File: src/sv/pafr_pkg.sv
package pafr_pkg;

    localparam int NUM_ATOMS = 4096;
    localparam int ATOM_W = $clog2(NUM_ATOMS);
    localparam int SQRT_STEPS = 32;
    localparam int SQRT_CNT_W = $clog2(SQRT_STEPS);
    localparam int DIV_STEPS = 64;
    localparam int DIV_CNT_W = $clog2(DIV_STEPS);

    localparam logic [1:0] ACT_CLEAR = 2'd0;
    localparam logic [1:0] ACT_ACCUM = 2'd1;
    localparam logic [1:0] ACT_READ = 2'd2;

    localparam logic [1:0] RM_SUM = 2'd0;
    localparam logic [1:0] RM_MAX = 2'd1;
    localparam logic [1:0] RM_MIN = 2'd2;
    localparam logic [1:0] RM_AVG = 2'd3;

    localparam logic CFG_REDUCE = 1'b0;
    localparam logic CFG_SCALAR = 1'b1;

    typedef enum logic [4:0] {
        OP_NOP,
        OP_LOAD,
        OP_CLR_WR,
        OP_MUL_VV,
        OP_ACC_SQ,
        OP_SQRT_V,
        OP_SAVE_NV,
        OP_SHR,
        OP_SHL,
        OP_MUL_RV,
        OP_ACC_DOT,
        OP_MUL_RR,
        OP_ACC_RR,
        OP_DOT_FIN,
        OP_SQRT_R,
        OP_DIV_DOT,
        OP_SET_S_NV,
        OP_SET_S_Q,
        OP_RD_A,
        OP_WR_A,
        OP_RD_B,
        OP_WR_B,
        OP_RD_CAP,
        OP_DIV_AVG,
        OP_OUT
    } dp_op_t;

    typedef enum logic [4:0] {
        S_CLR,
        S_IDLE,
        S_DISPATCH,
        S_SQ_MUL,
        S_SQ_ACC,
        S_SQRT_V_GO,
        S_SQRT_V_WAIT,
        S_SET_NV,
        S_SCALE,
        S_DOT_MUL,
        S_DOT_ACC,
        S_RR_MUL,
        S_RR_ACC,
        S_DOT_FIN,
        S_SQRT_R_GO,
        S_SQRT_R_WAIT,
        S_DIV_GO,
        S_DIV_WAIT,
        S_SET_Q,
        S_UPD_RD_A,
        S_UPD_WR_A,
        S_UPD_RD_B,
        S_UPD_WR_B,
        S_RD_MEM,
        S_RD_CAP,
        S_RD_CHK,
        S_AVG_GO,
        S_AVG_WAIT,
        S_OUT
    } state_t;

    typedef struct packed {
        dp_op_t     op;
        logic [1:0] k;
    } dp_cmd_t;

    typedef struct packed {
        logic [1:0] action;
        logic       clr_last;
        logic       proj_mode;
        logic       avg_mode;
        logic       r_zero;
        logic       r_big;
        logic       r_norm;
        logic       sqrt_done;
        logic       root_zero;
        logic       div_done;
        logic       rc_zero;
        logic       out_full;
    } dp_status_t;

endpackage

File: src/sv/pafr_ctrl.sv
module pafr_ctrl
    import pafr_pkg::*;
(
    input  logic       clk,
    input  logic       rst_n,
    input  logic       in_valid,
    output logic       in_stall,
    input  dp_status_t status,
    output dp_cmd_t    cmd
);

    state_t state_reg, state_next;
    logic [1:0] k_reg, k_next;

    always_ff @(posedge clk or negedge rst_n)
    begin
        if (!rst_n)
        begin
            state_reg <= S_CLR;
            k_reg <= '0;
        end
        else
        begin
            state_reg <= state_next;
            k_reg <= k_next;
        end
    end

    always_comb
    begin
        state_next = state_reg;
        k_next = k_reg;
        cmd.op = OP_NOP;
        cmd.k = k_reg;
        in_stall = 1'b1;
        case (state_reg)
            S_CLR:
            begin
                cmd.op = OP_CLR_WR;
                if (status.clr_last)
                    state_next = S_IDLE;
            end
            S_IDLE:
            begin
                in_stall = 1'b0;
                if (in_valid)
                begin
                    cmd.op = OP_LOAD;
                    k_next = '0;
                    state_next = S_DISPATCH;
                end
            end
            S_DISPATCH:
            begin
                case (status.action)
                    ACT_CLEAR: state_next = S_CLR;
                    ACT_ACCUM: state_next = S_SQ_MUL;
                    ACT_READ: state_next = S_RD_MEM;
                    default: state_next = S_IDLE;
                endcase
            end
            S_SQ_MUL:
            begin
                cmd.op = OP_MUL_VV;
                state_next = S_SQ_ACC;
            end
            S_SQ_ACC:
            begin
                cmd.op = OP_ACC_SQ;
                if (k_reg == 2'd2)
                begin
                    k_next = '0;
                    state_next = S_SQRT_V_GO;
                end
                else
                begin
                    k_next = k_reg + 2'd1;
                    state_next = S_SQ_MUL;
                end
            end
            S_SQRT_V_GO:
            begin
                cmd.op = OP_SQRT_V;
                state_next = S_SQRT_V_WAIT;
            end
            S_SQRT_V_WAIT:
            begin
                if (status.sqrt_done)
                begin
                    cmd.op = OP_SAVE_NV;
                    if (!status.proj_mode || status.r_zero)
                        state_next = S_SET_NV;
                    else
                        state_next = S_SCALE;
                end
            end
            S_SET_NV:
            begin
                cmd.op = OP_SET_S_NV;
                state_next = S_UPD_RD_A;
            end
            S_SCALE:
            begin
                // one step right, or left steps until the top bit lands on bit 30
                if (status.r_big)
                begin
                    cmd.op = OP_SHR;
                    state_next = S_DOT_MUL;
                end
                else if (status.r_norm)
                    state_next = S_DOT_MUL;
                else
                    cmd.op = OP_SHL;
            end
            S_DOT_MUL:
            begin
                cmd.op = OP_MUL_RV;
                state_next = S_DOT_ACC;
            end
            S_DOT_ACC:
            begin
                cmd.op = OP_ACC_DOT;
                state_next = S_RR_MUL;
            end
            S_RR_MUL:
            begin
                cmd.op = OP_MUL_RR;
                state_next = S_RR_ACC;
            end
            S_RR_ACC:
            begin
                cmd.op = OP_ACC_RR;
                if (k_reg == 2'd2)
                begin
                    k_next = '0;
                    state_next = S_DOT_FIN;
                end
                else
                begin
                    k_next = k_reg + 2'd1;
                    state_next = S_DOT_MUL;
                end
            end
            S_DOT_FIN:
            begin
                cmd.op = OP_DOT_FIN;
                state_next = S_SQRT_R_GO;
            end
            S_SQRT_R_GO:
            begin
                cmd.op = OP_SQRT_R;
                state_next = S_SQRT_R_WAIT;
            end
            S_SQRT_R_WAIT:
            begin
                if (status.sqrt_done)
                    state_next = status.root_zero ? S_SET_NV : S_DIV_GO;
            end
            S_DIV_GO:
            begin
                cmd.op = OP_DIV_DOT;
                state_next = S_DIV_WAIT;
            end
            S_DIV_WAIT:
            begin
                if (status.div_done)
                    state_next = S_SET_Q;
            end
            S_SET_Q:
            begin
                cmd.op = OP_SET_S_Q;
                state_next = S_UPD_RD_A;
            end
            S_UPD_RD_A:
            begin
                cmd.op = OP_RD_A;
                state_next = S_UPD_WR_A;
            end
            S_UPD_WR_A:
            begin
                cmd.op = OP_WR_A;
                state_next = S_UPD_RD_B;
            end
            S_UPD_RD_B:
            begin
                cmd.op = OP_RD_B;
                state_next = S_UPD_WR_B;
            end
            S_UPD_WR_B:
            begin
                cmd.op = OP_WR_B;
                state_next = S_IDLE;
            end
            S_RD_MEM:
            begin
                cmd.op = OP_RD_A;
                state_next = S_RD_CAP;
            end
            S_RD_CAP:
            begin
                cmd.op = OP_RD_CAP;
                state_next = S_RD_CHK;
            end
            S_RD_CHK:
            begin
                if (status.avg_mode && !status.rc_zero)
                    state_next = S_AVG_GO;
                else
                    state_next = S_OUT;
            end
            S_AVG_GO:
            begin
                cmd.op = OP_DIV_AVG;
                state_next = S_AVG_WAIT;
            end
            S_AVG_WAIT:
            begin
                if (status.div_done)
                    state_next = S_OUT;
            end
            S_OUT:
            begin
                // hold until the previous word has left
                if (!status.out_full)
                begin
                    cmd.op = OP_OUT;
                    state_next = S_IDLE;
                end
            end
            default:
                state_next = S_IDLE;
        endcase
    end

endmodule

File: config.mk
export PLATFORM = sky130hd
export DESIGN_NAME = pafr_ctrl
export DESIGN_NICKNAME = d
export VERILOG_FILES = /design/src/sv/pafr_pkg.sv /design/src/sv/pafr_ctrl.sv
export SDC_FILE = /design/constraint.sdc
export NUM_CORES = 1
export LEC_CHECK = 0
export ABC_AREA = 1
export ABC_CLOCK_PERIOD_IN_PS = 2009
export BUFFER_PORTS_ARGS = -buffer_cell sky130_fd_sc_hd__buf_2
export CAP_MARGIN = 20
export CORE_ASPECT_RATIO = 0.6
export CORE_MARGIN = 3
export CORE_UTILIZATION = 40
export DETAILED_ROUTE_END_ITERATION = 10
export PLACE_DENSITY_LB_ADDON = 0.08
export SLEW_MARGIN = 25
export SYNTH_ARGS = -nofsm -noshare
export SYNTH_HDL_FRONTEND = slang
export SYNTH_SLANG_ARGS = --single-unit
File: constraint.sdc
create_clock -name clk -period 2.01 [get_ports clk]
set_input_delay 0.402 -clock clk [delete_from_list [all_inputs] [get_ports clk]]
set_output_delay 0.402 -clock clk [all_outputs]
set_load 0.005 [all_outputs]
==> impl_metrics.csv <==
group,metric,value,unit
pwr,pwr-share-clk,9.8,%
synth,synth_area,1055,sq um
grt,grt_max_degree,15,
drt,wire_per_inst,14.95,microns
floorplan,design.die.area,3309,sq um
cells_and_area,final_cell_mix,"50 x nand2_1, 26 x inv_1, 23 x buf_2",
synth,postSynthCellCount,191,
worst_setup_path,rr_endpoint,"state_reg[2]$_DFFE_PN0P_",
cells_and_area,drive_gt1_share,33.48,%
cts,clk_pin_slew_worst_paths,0.04,ns
worst_setup_path,critPathArrivalTime,1.59,ns
synth,synth.net_count,209,
floorplan,pin_count,24,
cts,insertion_delay,0.23,ns
pwr,power.leakage,0.0008575,uW
drt,drc,0,
drt,met1_length,1752,microns
grt,track_usage,23.95,%
synth,ys_types,24,
pwr,irDropWorstVdd,0.5795,mV
worst_setup_path,reg2reg_depth,9,
cts,numCtsBuffers,3,
hold_path,hold_depth,1,
sta,worst_slack,0.01519,ns
sta,period_needed,1.995,ns
sta,clock_skew,0.002309,ns
cells_and_area,syn2layout_area_growth,38.08,%
drt,met2_wirelength,1578,microns
drt,ant_nets,0,
drt,wl_met3,551,microns
cells_and_area,fillers,227,
pwr,total_power,2103,uW
synth,synth_warnings,0,
cells_and_area,diodes,0,
cells_and_area,fin_nets,252,
drt,drt_first_iter_violations,216,
worst_setup_path,end_kind,"primary output",
run,max_cap_viol_count,0,
synth,synth_top_cell_area_share,20.28,%
floorplan,fp.dieH,45.78,microns
drt,via_per_inst,5.601,
grt,antenna_found_initial,0,
outcome,status,"complete, no violations",
sta,rsz0062_at_grt,"yes",
synth,syn_area_per_cell,5.522,sq um
worst_setup_path,start_kind,"flop",
pwr,p_sw,1140,uW
sta,report.final.slew_viol_count,0,
worst_setup_path,cp.required,1.61,ns
cts,htree_levels,1,
placed_design,dp_slack,0.1320,ns
placed_design,place.detailed.hpwl,2997,microns
cts,cts_buffer_depth,2,
cts,cts.sinks,7,
cts,cts_tree,"yes",
cells_and_area,final_cells,263,
hold_path,min_to,"k_reg[0]$_DFFE_PN0P_",
cells_and_area,largest_reg_flops,5,
sta,whs,0.5105,ns
placed_design,gp_congestion,1.000,
drt,vias,1473,
floorplan,die_x,72.30,microns
grt,grt_first_pass_wirelength,5968,microns
pwr,p_sw_share,54.23,%
synth,synthTopCellsByArea,"nand2_1 20%, dfrtp_1 17%, nand3_1 12%",
placed_design,dp_cells,249,
synth,synth_seq_area_share,16.61,%
cts,clockRootBuffer,"clkbuf_8",
worst_setup_path,crit_type,"flop to primary output",
hold_path,hp-class,"flop to flop",
pwr,seq_power_share,15.1,%
drt,wl,3933,microns
cells_and_area,layout_commonest_cell,"nand2_1",
sta,fmax,501.3,MHz
floorplan,start_util,45.35,%
pwr,p_per_area,1444,nW/um^2
pwr,p_int,962.5,uW
placed_design,portBuffers,23,
worst_setup_path,crit-reg2reg-launch,"state_reg[1]$_DFFE_PN0P_",
sta,setup_violations,0,
worst_setup_path,crit_fanout,8,
floorplan,rows,13,
drt,top_layer,"met4",
hold_path,hold_path.startpoint,"k_reg[1]$_DFFE_PN0P_",
synth,yosys.area.top_type,"nand2_1",
floorplan,core_area,2326,sq um
sta,worst_slew_pin_slew,0.2496,ns
grt,grt_overflow_total,0,
sta,fin_crit_sh,99.24,%
sta,slew_headroom,83.29,%
drt,firstDrtPassIters,5,
synth,ys_ff_latch,7,
worst_setup_path,r2r_slack,0.12,ns
grt,grt_pass1_vias,1232,
pwr,comb_power_share,75.2,%
sta,hold_viol,0,
-- power groups by stage --
stage / Combinational, uW / Clock [uW] / Sequential [uW]
2_1_floorplan: 914 / 0 / 270
3_3_place_gp: 1330 / 0 / 282
3_5_place_dp: 1300 / 0 / 282
4_1_cts: 1330 / 207 / 299
5_1_grt: 1720 / 221 / 324
6_report: 1580 / 205 / 317
-- cells in the mapped netlist (all sizes together) --
master,n
o2111ai,2
o21ai,8
o21a,2
nand3b,2
buf,3
nand4,7
nand2,58
a21oi,4
nand3,27
nor2,32
nor3,1
inv,31
dfrtp,7
o211ai,2
ha,2
o31ai,1
or2,1
nor2b,1
-- per-stage QoR --
step	TNS, ns	cell area [sq um]	util, %
6_report	0	1456	62.61
3_5_place_dp	0	1234	53.04
5_1_grt	-0.1163	1456	62.61
2_1_floorplan	0	1055	-
4_1_cts	0	1309	56.27
3_3_place_gp	0	1234	53.04
-- timing repair --
item,in CTS,in global routing
setup endpoints to repair,5,5
pin swaps,1,8
hold endpoints to repair,7,0
setup buffers,0,9
resized for setup,8,25
hold buffers,1,0
-- kinds of logic (layout without fill, tap and decap cells) --
group	Yosys count	count (layout)	share of synthesized area, %
and+or+nand+nor	129	129	55.87
DFF	7	7	16.61
adders and majority gates	2	2	2.372
buffers and inverters	34	76	14.23
AOI/OAI and AO/OA	19	19	10.91
-- metal layers --
layer  vias up  global-route usage, %
met5         -                      0
met4         0                  3.371
met3         9                  8.590
met2        96                  33.63
met1       667                  35.26
li1        701                      -
-- critical path, stage by stage (launching register included) --
cell	delay, ns
dfrtp_2	0.48
nor2_4	0.17
inv_2	0.07
nor2_4	0.20
nand2_2	0.11
nand3_2	0.07
nand2_1	0.08
nand4_1	0.07
buf_2	0.12
-- how the worst max path moves through the flow --
stage / startpoint / to / cells past startpoint
6_report: state_reg[0]$_DFFE_PN0P_ / cmd[3] / 8
5_1_grt: state_reg[0]$_DFFE_PN0P_ / cmd[3] / 8
4_1_cts: state_reg[3]$_DFFE_PN0P_ / cmd[3] / 8
3_5_place_dp: state_reg[0]$_DFFE_PN0P_ / cmd[4] / 9
3_3_place_gp: state_reg[0]$_DFFE_PN0P_ / cmd[4] / 9
2_1_floorplan: state_reg[0]$_DFFE_PN0P_ / cmd[3] / 9
-- layout make-up --
type                    count  area, sq um  share of cell area, %
repair buffers             41        252.7                  17.35
flip-flops and latches      7        178.9                  12.29
inverters                  31        118.9                  8.161
clock buffers               4        45.04                  3.093
well taps                  30        37.54                  2.577
multi-input cells         150        823.3                  56.53
Note: power is estimated with default switching activity, not from simulation.
